File: config.mk
export PLATFORM = sky130hd
export DESIGN_NAME = sorted_priority_queue_flat
export DESIGN_NICKNAME = d
export VERILOG_FILES = /design/src/spq_pkg.sv /design/src/spq_in_if.sv /design/src/spq_out_if.sv /design/src/sorted_priority_queue.sv /design/src/spq_cell.sv /design/src/spq_first_match.sv /design/src/flat_wrapper.sv
export SDC_FILE = /design/constraint.sdc
export NUM_CORES = 2
export LEC_CHECK = 0
export ABC_AREA = 1
export BUFFER_PORTS_ARGS = -buffer_cell sky130_fd_sc_hd__buf_2
export CORE_MARGIN = 2
export CORE_UTILIZATION = 60
export DETAILED_ROUTE_END_ITERATION = 10
export GPL_TIMING_DRIVEN = 1
export PLACE_DENSITY_LB_ADDON = 0.2
export SYNTH_ARGS = -nofsm -noshare
export SYNTH_HDL_FRONTEND = slang
export SYNTH_SLANG_ARGS = --single-unit
File: constraint.sdc
create_clock -name clk_i -period 14.1 [get_ports clk_i]
set_input_delay 0 -clock clk_i [delete_from_list [all_inputs] [get_ports clk_i]]
set_output_delay 0 -clock clk_i [all_outputs]
set_load 0.02 [all_outputs]
File: src/spq_pkg.sv
`timescale 1ns / 1ps
// ----------------------------------------------------------------------------
// spq_pkg
// shared types and constants of the sorted priority queue
// ----------------------------------------------------------------------------
package spq_pkg;

  localparam int unsigned Capacity  = 16;
  localparam int unsigned PrioBits  = 16;
  localparam int unsigned TagBits   = 32;
  localparam int unsigned CountBits = 5;

  typedef enum logic [1:0] {
    ModeEnqueue = 2'd0,
    ModePop     = 2'd1,
    ModeRemove  = 2'd2,
    ModePeek    = 2'd3
  } mode_e;

  typedef enum logic [1:0] {
    StatusOk       = 2'd0,
    StatusEmpty    = 2'd1,
    StatusFull     = 2'd2,
    StatusNotFound = 2'd3
  } status_e;

  // broadcast to every cell of the row
  typedef struct packed {
    logic  en;
    mode_e mode;
  } cell_ctrl_t;

endpackage

File: src/spq_in_if.sv
`timescale 1ns / 1ps
// ----------------------------------------------------------------------------
// spq_in_if
// request channel: mode, tag and priority of one queue operation
// ----------------------------------------------------------------------------
interface spq_in_if #(
  parameter int unsigned TAG_BITS  = spq_pkg::TagBits,
  parameter int unsigned PRIO_BITS = spq_pkg::PrioBits
);
  logic                        valid;
  logic                        ready;
  logic [1:0]                  mode;
  logic [TAG_BITS-1:0]         tag;
  logic signed [PRIO_BITS-1:0] priority_req;

  modport source (output valid, output mode, output tag, output priority_req, input ready);
  modport sink   (input valid, input mode, input tag, input priority_req, output ready);
endinterface

File: src/spq_out_if.sv
`timescale 1ns / 1ps
// ----------------------------------------------------------------------------
// spq_out_if
// response channel: returned entry, status and entry count
// ----------------------------------------------------------------------------
interface spq_out_if #(
  parameter int unsigned TAG_BITS  = spq_pkg::TagBits,
  parameter int unsigned PRIO_BITS = spq_pkg::PrioBits
);
  logic                            valid;
  logic                            ready;
  logic [TAG_BITS-1:0]             out_tag;
  logic signed [PRIO_BITS-1:0]     out_priority;
  logic [1:0]                      status;
  logic [spq_pkg::CountBits-1:0]   count;

  modport source (output valid, output out_tag, output out_priority, output status,
                  output count, input ready);
  modport sink   (input valid, input out_tag, input out_priority, input status,
                  input count, output ready);
endinterface

File: src/sorted_priority_queue.sv
`timescale 1ns / 1ps
// ----------------------------------------------------------------------------
// sorted_priority_queue
// bounded priority queue of tagged entries, sorted by descending priority
// ----------------------------------------------------------------------------
// The queue is a row of CAPACITY cells, head in cell 0. Every cell compares
// its entry with the request at once and loads the new entry, its left or
// its right neighbor, so enqueue, pop, remove by tag and peek each finish as
// the request is taken: one request is taken per cycle and its response is
// registered, valid the cycle after the request transfer. A new request is
// taken while the response register is empty or is being drained. The
// critical path is the tag compare of every cell followed by a log2(CAPACITY)
// deep prefix over the match flags that picks the first matching entry.
// Entries of equal priority leave in arrival order; an enqueue into a full
// queue is dropped with status full and the unchanged head. The reported
// count wraps modulo 32.
// ----------------------------------------------------------------------------
module sorted_priority_queue #(
  parameter int unsigned CAPACITY  = spq_pkg::Capacity,
  parameter int unsigned PRIO_BITS = spq_pkg::PrioBits,
  parameter int unsigned TAG_BITS  = spq_pkg::TagBits
) (
  input  logic           clk_i,
  input  logic           rst_ni,
  spq_in_if.sink         req_i,
  spq_out_if.source      rsp_o
);

  localparam int unsigned OccBits = $clog2(CAPACITY + 1);
  localparam int unsigned CntBits = spq_pkg::CountBits;

  logic                        accept;
  spq_pkg::mode_e              mode;
  spq_pkg::cell_ctrl_t         ctrl;
  logic [TAG_BITS-1:0]         req_tag;
  logic signed [PRIO_BITS-1:0] req_prio;

  logic                        cell_valid [CAPACITY];
  logic [TAG_BITS-1:0]         cell_tag   [CAPACITY];
  logic signed [PRIO_BITS-1:0] cell_prio  [CAPACITY];
  logic [CAPACITY-1:0]         cell_ge;
  logic [CAPACITY-1:0]         cell_match;
  logic [CAPACITY-1:0]         del;
  logic [CAPACITY-1:0]         first;

  logic [OccBits-1:0]          occ_q, occ_d;
  logic                        full, empty, found;
  logic signed [PRIO_BITS-1:0] rm_prio;

  logic                        rsp_valid_q;
  logic [TAG_BITS-1:0]         rsp_tag_q, rsp_tag_d;
  logic signed [PRIO_BITS-1:0] rsp_prio_q, rsp_prio_d;
  spq_pkg::status_e            rsp_status_q, rsp_status_d;
  logic [CntBits-1:0]          rsp_count_q;
  logic [OccBits+CntBits-1:0]  occ_ext;

  assign req_i.ready = !rsp_valid_q || rsp_o.ready;
  assign accept      = req_i.valid && req_i.ready;
  assign mode        = spq_pkg::mode_e'(req_i.mode);
  assign req_tag     = req_i.tag;
  assign req_prio    = req_i.priority_req;

  assign full  = (occ_q == OccBits'(CAPACITY));
  assign empty = (occ_q == '0);
  assign found = del[CAPACITY-1];

  // cell row
  for (genvar i = 0; i < CAPACITY; i++) begin : g_cell
    logic                        lv, rv, lge;
    logic [TAG_BITS-1:0]         lt, rt;
    logic signed [PRIO_BITS-1:0] lp, rp;

    if (i == 0) begin : g_head
      assign lv  = 1'b0;
      assign lt  = '0;
      assign lp  = '0;
      assign lge = 1'b1;
    end else begin : g_body
      assign lv  = cell_valid[i-1];
      assign lt  = cell_tag[i-1];
      assign lp  = cell_prio[i-1];
      assign lge = cell_ge[i-1];
    end

    if (i == CAPACITY - 1) begin : g_tail
      assign rv = 1'b0;
      assign rt = '0;
      assign rp = '0;
    end else begin : g_inner
      assign rv = cell_valid[i+1];
      assign rt = cell_tag[i+1];
      assign rp = cell_prio[i+1];
    end

    spq_cell #(
      .TAG_BITS  (TAG_BITS),
      .PRIO_BITS (PRIO_BITS)
    ) u_cell (
      .clk_i         (clk_i),
      .rst_ni        (rst_ni),
      .ctrl_i        (ctrl),
      .new_tag_i     (req_tag),
      .new_prio_i    (req_prio),
      .left_valid_i  (lv),
      .left_tag_i    (lt),
      .left_prio_i   (lp),
      .left_ge_i     (lge),
      .right_valid_i (rv),
      .right_tag_i   (rt),
      .right_prio_i  (rp),
      .del_i         (del[i]),
      .valid_o       (cell_valid[i]),
      .tag_o         (cell_tag[i]),
      .prio_o        (cell_prio[i]),
      .ge_o          (cell_ge[i]),
      .match_o       (cell_match[i])
    );
  end

  spq_first_match #(
    .N (CAPACITY)
  ) u_first_match (
    .match_i (cell_match),
    .incl_o  (del),
    .first_o (first)
  );

  always_comb begin
    rm_prio = '0;
    for (int i = 0; i < CAPACITY; i++) begin
      rm_prio = rm_prio | (first[i] ? cell_prio[i] : '0);
    end
  end

  // row control, response and occupancy
  always_comb begin
    ctrl.mode    = mode;
    ctrl.en      = 1'b0;
    occ_d        = occ_q;
    rsp_tag_d    = '0;
    rsp_prio_d   = '0;
    rsp_status_d = spq_pkg::StatusOk;
    case (mode)
      spq_pkg::ModeEnqueue: begin
        if (full) begin
          rsp_status_d = spq_pkg::StatusFull;
          rsp_tag_d    = cell_tag[0];
          rsp_prio_d   = cell_prio[0];
        end else begin
          ctrl.en = accept;
          occ_d   = occ_q + OccBits'(1);
          if (!cell_ge[0]) begin
            rsp_tag_d  = req_tag;
            rsp_prio_d = req_prio;
          end else begin
            rsp_tag_d  = cell_tag[0];
            rsp_prio_d = cell_prio[0];
          end
        end
      end
      spq_pkg::ModePop: begin
        if (empty) begin
          rsp_status_d = spq_pkg::StatusEmpty;
        end else begin
          ctrl.en    = accept;
          occ_d      = occ_q - OccBits'(1);
          rsp_tag_d  = cell_tag[0];
          rsp_prio_d = cell_prio[0];
        end
      end
      spq_pkg::ModeRemove: begin
        if (empty) begin
          rsp_status_d = spq_pkg::StatusEmpty;
        end else if (!found) begin
          rsp_status_d = spq_pkg::StatusNotFound;
        end else begin
          ctrl.en    = accept;
          occ_d      = occ_q - OccBits'(1);
          rsp_tag_d  = req_tag;
          rsp_prio_d = rm_prio;
        end
      end
      spq_pkg::ModePeek: begin
        if (empty) begin
          rsp_status_d = spq_pkg::StatusEmpty;
        end else begin
          rsp_tag_d  = cell_tag[0];
          rsp_prio_d = cell_prio[0];
        end
      end
      default: begin
      end
    endcase
  end

  assign occ_ext = {{CntBits{1'b0}}, occ_d};

  always_ff @(posedge clk_i or negedge rst_ni) begin
    if (!rst_ni) begin
      occ_q       <= '0;
      rsp_valid_q <= 1'b0;
    end else begin
      if (accept) begin
        occ_q <= occ_d;
      end
      if (accept) begin
        rsp_valid_q <= 1'b1;
      end else if (rsp_o.ready) begin
        rsp_valid_q <= 1'b0;
      end
    end
  end

  always_ff @(posedge clk_i) begin
    if (accept) begin
      rsp_tag_q    <= rsp_tag_d;
      rsp_prio_q   <= rsp_prio_d;
      rsp_status_q <= rsp_status_d;
      rsp_count_q  <= occ_ext[CntBits-1:0];
    end
  end

  assign rsp_o.valid        = rsp_valid_q;
  assign rsp_o.out_tag      = rsp_tag_q;
  assign rsp_o.out_priority = rsp_prio_q;
  assign rsp_o.status       = rsp_status_q;
  assign rsp_o.count        = rsp_count_q;

endmodule

File: src/spq_cell.sv
`timescale 1ns / 1ps
// ----------------------------------------------------------------------------
// spq_cell
// one slot of the sorted row: holds an entry, compares it against the
// request and loads itself from the request or from a neighbor
// ----------------------------------------------------------------------------
module spq_cell #(
  parameter int unsigned TAG_BITS  = spq_pkg::TagBits,
  parameter int unsigned PRIO_BITS = spq_pkg::PrioBits
) (
  input  logic                        clk_i,
  input  logic                        rst_ni,
  input  spq_pkg::cell_ctrl_t         ctrl_i,
  input  logic [TAG_BITS-1:0]         new_tag_i,
  input  logic signed [PRIO_BITS-1:0] new_prio_i,
  input  logic                        left_valid_i,
  input  logic [TAG_BITS-1:0]         left_tag_i,
  input  logic signed [PRIO_BITS-1:0] left_prio_i,
  input  logic                        left_ge_i,
  input  logic                        right_valid_i,
  input  logic [TAG_BITS-1:0]         right_tag_i,
  input  logic signed [PRIO_BITS-1:0] right_prio_i,
  input  logic                        del_i,
  output logic                        valid_o,
  output logic [TAG_BITS-1:0]         tag_o,
  output logic signed [PRIO_BITS-1:0] prio_o,
  output logic                        ge_o,
  output logic                        match_o
);

  logic                        valid_q, valid_d;
  logic [TAG_BITS-1:0]         tag_q, tag_d;
  logic signed [PRIO_BITS-1:0] prio_q, prio_d;

  assign ge_o    = valid_q && (prio_q >= new_prio_i);
  assign match_o = valid_q && (tag_q == new_tag_i);

  always_comb begin
    valid_d = valid_q;
    tag_d   = tag_q;
    prio_d  = prio_q;
    if (ctrl_i.en) begin
      case (ctrl_i.mode)
        spq_pkg::ModeEnqueue: begin
          if (!ge_o) begin
            if (left_ge_i) begin
              valid_d = 1'b1;
              tag_d   = new_tag_i;
              prio_d  = new_prio_i;
            end else begin
              valid_d = left_valid_i;
              tag_d   = left_tag_i;
              prio_d  = left_prio_i;
            end
          end
        end
        spq_pkg::ModePop: begin
          valid_d = right_valid_i;
          tag_d   = right_tag_i;
          prio_d  = right_prio_i;
        end
        spq_pkg::ModeRemove: begin
          if (del_i) begin
            valid_d = right_valid_i;
            tag_d   = right_tag_i;
            prio_d  = right_prio_i;
          end
        end
        default: begin
        end
      endcase
    end
  end

  always_ff @(posedge clk_i or negedge rst_ni) begin
    if (!rst_ni) begin
      valid_q <= 1'b0;
    end else begin
      valid_q <= valid_d;
    end
  end

  always_ff @(posedge clk_i) begin
    tag_q  <= tag_d;
    prio_q <= prio_d;
  end

  assign valid_o = valid_q;
  assign tag_o   = tag_q;
  assign prio_o  = prio_q;

endmodule

File: src/spq_first_match.sv
`timescale 1ns / 1ps
// ----------------------------------------------------------------------------
// spq_first_match
// log-depth prefix or over the tag match flags of the row, giving the
// cells at or behind the first match and the first match itself
// ----------------------------------------------------------------------------
module spq_first_match #(
  parameter int unsigned N = spq_pkg::Capacity
) (
  input  logic [N-1:0] match_i,
  output logic [N-1:0] incl_o,
  output logic [N-1:0] first_o
);

  localparam int unsigned Levels = $clog2(N);

  logic [N-1:0] lvl [Levels+1];

  always_comb begin
    lvl[0] = match_i;
    for (int l = 0; l < Levels; l++) begin
      for (int i = 0; i < N; i++) begin
        if (i >= (1 << l)) begin
          lvl[l+1][i] = lvl[l][i] | lvl[l][i-(1<<l)];
        end else begin
          lvl[l+1][i] = lvl[l][i];
        end
      end
    end
  end

  assign incl_o  = lvl[Levels];
  assign first_o = match_i & ~{incl_o[N-2:0], 1'b0};

endmodule

File: src/flat_wrapper.sv
// flat-port wrapper written by rule: the top's interface ports become plain ports
module sorted_priority_queue_flat 
#(
  parameter int unsigned CAPACITY  = spq_pkg::Capacity,
  parameter int unsigned PRIO_BITS = spq_pkg::PrioBits,
  parameter int unsigned TAG_BITS  = spq_pkg::TagBits
)
  (clk_i, rst_ni, req_i_valid, req_i_mode, req_i_tag, req_i_priority_req, req_i_ready, rsp_o_valid, rsp_o_out_tag, rsp_o_out_priority, rsp_o_status, rsp_o_count, rsp_o_ready);
  spq_in_if #(.TAG_BITS(TAG_BITS), .PRIO_BITS(PRIO_BITS)) req_i_i ();
  spq_out_if #(.TAG_BITS(TAG_BITS), .PRIO_BITS(PRIO_BITS)) rsp_o_i ();
  input  logic clk_i;
  input  logic rst_ni;
  input wire logic [$bits(req_i_i.valid)-1:0] req_i_valid;
  input wire logic [$bits(req_i_i.mode)-1:0] req_i_mode;
  input wire logic [$bits(req_i_i.tag)-1:0] req_i_tag;
  input wire logic [$bits(req_i_i.priority_req)-1:0] req_i_priority_req;
  output wire logic [$bits(req_i_i.ready)-1:0] req_i_ready;
  output wire logic [$bits(rsp_o_i.valid)-1:0] rsp_o_valid;
  output wire logic [$bits(rsp_o_i.out_tag)-1:0] rsp_o_out_tag;
  output wire logic [$bits(rsp_o_i.out_priority)-1:0] rsp_o_out_priority;
  output wire logic [$bits(rsp_o_i.status)-1:0] rsp_o_status;
  output wire logic [$bits(rsp_o_i.count)-1:0] rsp_o_count;
  input wire logic [$bits(rsp_o_i.ready)-1:0] rsp_o_ready;
  assign req_i_i.valid = req_i_valid;
  assign req_i_i.mode = req_i_mode;
  assign req_i_i.tag = req_i_tag;
  assign req_i_i.priority_req = req_i_priority_req;
  assign req_i_ready = req_i_i.ready;
  assign rsp_o_valid = rsp_o_i.valid;
  assign rsp_o_out_tag = rsp_o_i.out_tag;
  assign rsp_o_out_priority = rsp_o_i.out_priority;
  assign rsp_o_status = rsp_o_i.status;
  assign rsp_o_count = rsp_o_i.count;
  assign rsp_o_i.ready = rsp_o_ready;
  sorted_priority_queue #(.CAPACITY(CAPACITY), .PRIO_BITS(PRIO_BITS), .TAG_BITS(TAG_BITS)) u_core (.clk_i(clk_i), .rst_ni(rst_ni), .req_i(req_i_i), .rsp_o(rsp_o_i));
endmodule
* Yosys cells after proc, flatten, opt, wreduce, memory -nomap -nowiden
Index checks and enable logic that the tools add are counted.
Storage, ports and cells: register bits after elaboration 845, input bits 54, output and inout bits 57, word-level logic and storage cells 479
Cells by class: add/subtract/negate cells 2, magnitude comparators 16, eq/ne operators 52, muxes and demuxes 232, bitwise logic cells 66, reductions and logical operators 57
Operators by type and width (count):
- two-way mux 32 bit | 51
- one-hot mux 32 bit (3 select lines) | 17
- two-way mux 16 bit | 67
- one-hot mux 16 bit (3 select lines) | 17
- == test 32 bit | 16
- greater-or-equal comparator 16 bit | 16
- OR 16 bit | 15
- AND reduction 4 bit | 16
- inequality test 2 bit, second input constant | 31
- two-way mux 1 bit | 54
- one-hot mux 1 bit (3 select lines) | 17
- OR 1 bit | 49
- logical AND 1 bit | 33
- two-way mux 5 bit | 4
- bitwise AND 16 bit | 1
- NOT 16 bit | 1
- one-hot mux 5 bit (3 select lines) | 1
- two-way mux 2 bit | 3
- one-hot mux 2 bit (3 select lines) | 1
- adder 5 x 1 -> 5 bit, second input constant | 1
- == test 5 bit, second input constant | 1
- zero test 5 bit | 1
- subtractor 5 x 1 -> 5 bit, second input constant | 1
- == test 2 bit, second input constant | 2
- other kinds (9) | 9

* Logic depth before layout (Yosys ltp)
depth after elaboration 27, mapped depth 25

* Hierarchy
Synthesis repeated with hierarchy kept, for this count alone.
Unflattened totals: cell total of the unflattened synthesis 7930, area, all modules 59873.7 um^2
By module, submodules not included:
- spq_cell at u_core.g_cell[10].u_cell ... | instances 15, cells an instance 441, area an instance 3407.0 um^2, seq. area each 1466.4 um^2
- sorted_priority_queue | instances 1, cells an instance 788, area an instance 4918.5 um^2, seq. area each 1801.7 um^2
- spq_cell at u_core.g_cell[0].u_cell | instances 1, cells an instance 447, area an instance 3418.3 um^2, seq. area each 1466.4 um^2
- spq_first_match | instances 1, cells an instance 80, area an instance 431.7 um^2, seq. area each 0.0 um^2

* Worst setup path after synthesis
Ideal clock, no wire load.
kind register to register, from reg u_core.g_cell[3].u_cell.prio_q[15], to reg u_core.g_cell[3].u_cell.prio_q[0] (enable), setup time 0.455 ns, arrival time 4.142 ns, required time 13.645 ns, setup slack 9.503 ns, cell stages (with the launch flop) 14, clock period less this slack 4.597 ns, path through edfxtp_1 ha_1 nand2_1 inv_1 nand3_1 nor3_1 nand2_1 o2111ai_1 xor2_1 o31ai_1 nand2_1 clkbuf_1 nor2_1 nor2_1
On the way: longest elaborated chain between the ends 4
Ends and longest elaborated chain:
- start, declared | RTL line spq_cell.sv:33 | logic signed [PRIO_BITS-1:0] prio_q, prio_d;
- start signal, assigned | RTL line spq_cell.sv:85 | prio_q <= prio_d;
- greater-or-equal comparator 16 bit | RTL line spq_cell.sv:35 | assign ge_o = valid_q && (prio_q >= new_prio_i);
- logical AND 1 bit | RTL line spq_cell.sv:35
- inequality test 2 bit (no line)
- AND reduction 4 bit (no line)
No other way between the ends. A chain may end at the register's enable or synchronous reset.

* Final worst setup path
from in req_i_tag[7], to reg u_core.g_cell[15].u_cell.tag_q[5] (enable)
On the way: longest elaborated chain between the ends 10, elaborated cells on any way between the ends 52, those cells by class 17 x eq/ne; 3 x mux; 15 x bitwise; 17 x reduce/logical
Ends and longest elaborated chain:
- start, declared | RTL line flat_wrapper.sv:15 | input wire logic [$bits(req_i_i.tag)-1:0] req_i_tag;
- == test 32 bit | RTL line spq_cell.sv:36 | assign match_o = valid_q && (tag_q == new_tag_i);
- logical AND 1 bit | RTL line spq_cell.sv:36
- OR 1 bit (3 in series) | RTL line spq_first_match.sv:24 | lvl[l+1][i] = lvl[l][i] | lvl[l][i-(1<<l)];
- OR 1 bit (*) | RTL line spq_first_match.sv:24
- two-way mux 1 bit | RTL line sorted_priority_queue.sv:174 | end else if (!found) begin
- two-way mux 1 bit | RTL line sorted_priority_queue.sv:172 | if (empty) begin
- one-hot mux 1 bit (3 select lines) | RTL line sorted_priority_queue.sv:143 | case (mode)
- AND reduction 4 bit (no line) (*)
- end signal, assigned | RTL line spq_cell.sv:84 | tag_q <= tag_d;
- end, declared | RTL line spq_cell.sv:32 | logic [TAG_BITS-1:0] tag_q, tag_d;
Mark *: on every way between the ends. The rest lies on a longest branch, timed or not.

==> results.cfg <==
[yosys]
async_flop_share_pct = 2.60
yosysSeqAreaShare_pct = 40.9
synthCells = 8222
synth_edf_count = 823
synth_nets = 8538
syn-cell-area_sq_um = 61800
ys_dominant_reg_cell = edfxtp_1
ys.warnings.count = 0
ys_types = 66
synth_seq_cells = 845
syn_area_per_cell_sq_um = 7.52

[sta]
fmax_mhz = 199
rsz0062_at_grt = false
fin_crit_sh_pct = 35.6
finalSetupTns_ns = 0
fin_crit_ns = 5.02
max_slew.worst_pin.slew_ns = 1.21
skew_ns = 0.0419
setup_violations = 0
finalHoldViolCount = 0
hold_ws_ns = 0.0378
slew-limit-headroom_pct = 19.1
finalMaxSlewViolations = 0
timing.final.ws_setup_ns = 9.08

[grt]
grt_max_degree = 256
grt_pass1_vias = 56377
grt_antenna_before_repair = 6
grt_pass1_wl_mm = 353
grt-ovfl-total = 0
grt.total_usage_pct = 44.3

[worst_setup_path]
worst_path_largest_cell_delay_ns = 0.61
critPathLaunchType = input pin
crit_type = input pin to flop
required_ns = 14.44
endpoint_kind = flop
cp_common_cell = nand2_1
path_buf_inv = 7
cp_top_family = simple AND/OR/NAND/NOR gates
crit_fanout = 48
crit_slowest_cell = buf_4
arrival_ns = 5.35

[die]
boundaryPins = 111
die_y_um = 325
dieArea_sq_um = 106000
fp-row-count = 117
coreArea_sq_um = 102000
start_util_pct = 60.6
chipWidth_um = 325

[route]
ant_nets = 0
drt_iter0_markers = 10987
drt_drc_violations_left = 0
dr.pass1.iters = 9
wl_mm = 243
via_per_inst = 6.50
num_vias = 61721
wl_per_cell_um = 25.6

[clocking]
path_clk_slew_ns = 0.06
cts_made_buffers = 99
h-tree-depth = 3
cts_max_path_buffers = 3
cts_tree = yes
cts_sinks = 845
cts_setup_buffers = 0
insertion_delay_ns = 0.73
cts_root_buf = clkbuf_16
cts_resized = 0

[finish]
drive_gt1_share_pct = 5.91
area_delta_synth_final_pct = 6.86
nFillCells = 8955
final_net_count = 8351
multi_input_area_sq_um = 30500
final_util_pct = 64.7
seq_area_sq_um = 25300

[placement]
dp_hpwl_mm = 183
post-place-ws_ns = 8.96
gp_congestion = 1.19
io_buffers = 110

[pwr]
cellPowerDensity_nw_per_um2 = 118
vdd_drop_max_v = 0.000138
totalPowerFinal_mw = 7.77
p_leak_nw = 27.8

[worst_hold_path]
hp-class = input pin to flop

[outcome]
status = finished, final reports clean

[flow_run]
maxCapViolations = 0
## tightest hold or removal path, cell delays in order
cell and delay (ns):
buf_2 0.09, buf_4 0.24, nor2_1 0.15, o22ai_1 0.09
## cell families (layout without fill, tap and decap cells)
| logic type | count (synthesis) | after routing | synth area share (%) |
|---|---|---|---|
| and+or+nand+nor | 2800 | 2800 | 19.4 |
| AOI/OAI and AO/OA | 2629 | 2629 | 22.1 |
| other | 0 | 4 | 0 |
| buffers and inverters | 1520 | 1420 | 9.97 |
| DFF | 845 | 845 | 40.9 |
| adders and majority gates | 262 | 262 | 5.30 |
| xor gates and xnor gates | 166 | 166 | 2.35 |
## worst paths after layout
kind | from | endpoint | slack [ns] | cells past startpoint
hold reg to reg | u_core.g_cell[1].u_cell.prio_o[0] | u_core.g_cell[0].u_cell.prio_o[0] | 0.55 | 2
min in group asynchronous | rst_ni | u_core.occ_q[0] | 0.30 | 4
setup reg to reg | u_core.g_cell[0].u_cell.tag_o[7] | u_core.g_cell[15].u_cell.tag_o[5] | 9.17 | 22
hold / removal | req_i_tag[12] | u_core.g_cell[2].u_cell.tag_o[12] | 0.04 | 4
setup / recovery | req_i_tag[7] | u_core.g_cell[15].u_cell.tag_o[5] | 9.08 | 25
max in group asynchronous | rst_ni | u_core.g_cell[9].u_cell.valid_o | 13.60 | 4
## cell usage after synthesis, types with 8 or more instances
library cell	number	area [sq um]
a211oi_1	8	60.1
a21oi_1	836	4180
a21oi_2	10	87.6
buf_1	34	128
buf_2	51	255
buf_4	44	330
buf_6	28	315
clkbuf_1	366	1370
dfrtp_1	22	551
edfxtp_1	823	24700
ha_1	262	3280
inv_1	963	3610
inv_2	29	109
nand2_1	1638	6150
nand3_1	196	981
nand3_2	15	150
nand3b_1	22	165
nand4_1	180	1130
nor2_1	549	2060
nor2_2	20	125
nor3_1	60	300
nor3b_1	13	97.6
nor4_1	66	413
o211ai_1	17	128
o21a_1	15	113
o21ai_0	1595	7980
o21ai_1	17	85.1
o221ai_1	40	350
o22ai_1	52	325
xnor2_1	105	920
xor2_1	61	534
## area by class of cell
type	instances	area share (%)
Antenna cell	4	0.0152
Clock inverter	60	0.792
Clock buffer	128	4.06
Inverter	996	5.68
Sequential cell	845	38.3
Timing Repair Buffer	236	2.41
Multi-Input combinational cell	5857	46.2
Tap cell	1368	2.59
## flip-flops by register name, summed over array words and instances (netlist names)
signal,count
u_core.g_cell.u_cell.prio_o,256
u_core.g_cell.u_cell.tag_o,512
u_core.g_cell.u_cell.valid_o,16
u_core.occ_q,5
u_core.rsp_o.count,5
u_core.rsp_o.out_priority,16
u_core.rsp_o.out_tag,32
u_core.rsp_o.status,2
u_core.rsp_o.valid,1
## metal layers
| layer | up-vias | track usage [%] | share of wire, % |
|---|---|---|---|
| met5 | - | 0 | 0.016 |
| met4 | 6 | 27.6 | 7.2 |
| met3 | 758 | 11.5 | 14 |
| met2 | 4992 | 64.7 | 42 |
| met1 | 28127 | 58.7 | 37 |
| li1 | 27838 | - | - |
## per-stage QoR
| stage | cell area (sq um) | std cells |
|---|---|---|
| final | 66000 | 9494 |
| after global placement | 62600 | 9277 |
| after detailed placement | 62600 | 9277 |
| after global routing | 66000 | 9492 |
| after floorplan | 61800 | 8222 |
| after CTS | 66000 | 9490 |
## timing repair
action,in CTS,in global routing
hold buffers,25,0
endpoints found under the hold margin,237,0
endpoints found under the setup margin,0,0
## where the power goes
| part | internal [mW] | switching, mW | total [mW] |
|---|---|---|---|
| clock network | 1.49 | 1.13 | 2.62 |
| registers | 3.01 | 0.125 | 3.13 |
| logic | 0.527 | 1.50 | 2.03 |
## layout by cell type, fill, tap and decap left out, types with 18 or more instances in the layout
cell type,instances
clkbuf_1,24
buf_2,110
o21ai_0,1594
o221ai_1,40
clkinv_1,29
xor2_1,61
nor3_1,59
dlygate4sd3_1,24
nand2_1,1624
inv_1,960
nor2_4,18
o22ai_1,52
buf_4,99
edfxtp_1,823
nand2_2,19
nand3_1,196
a21oi_1,836
nor4_1,66
dfrtp_1,22
clkbuf_16,103
inv_2,32
nand4_1,180
nand3b_1,22
nor2_1,546
xnor2_1,105
ha_1,261
(Power assumes the default switching activity.)
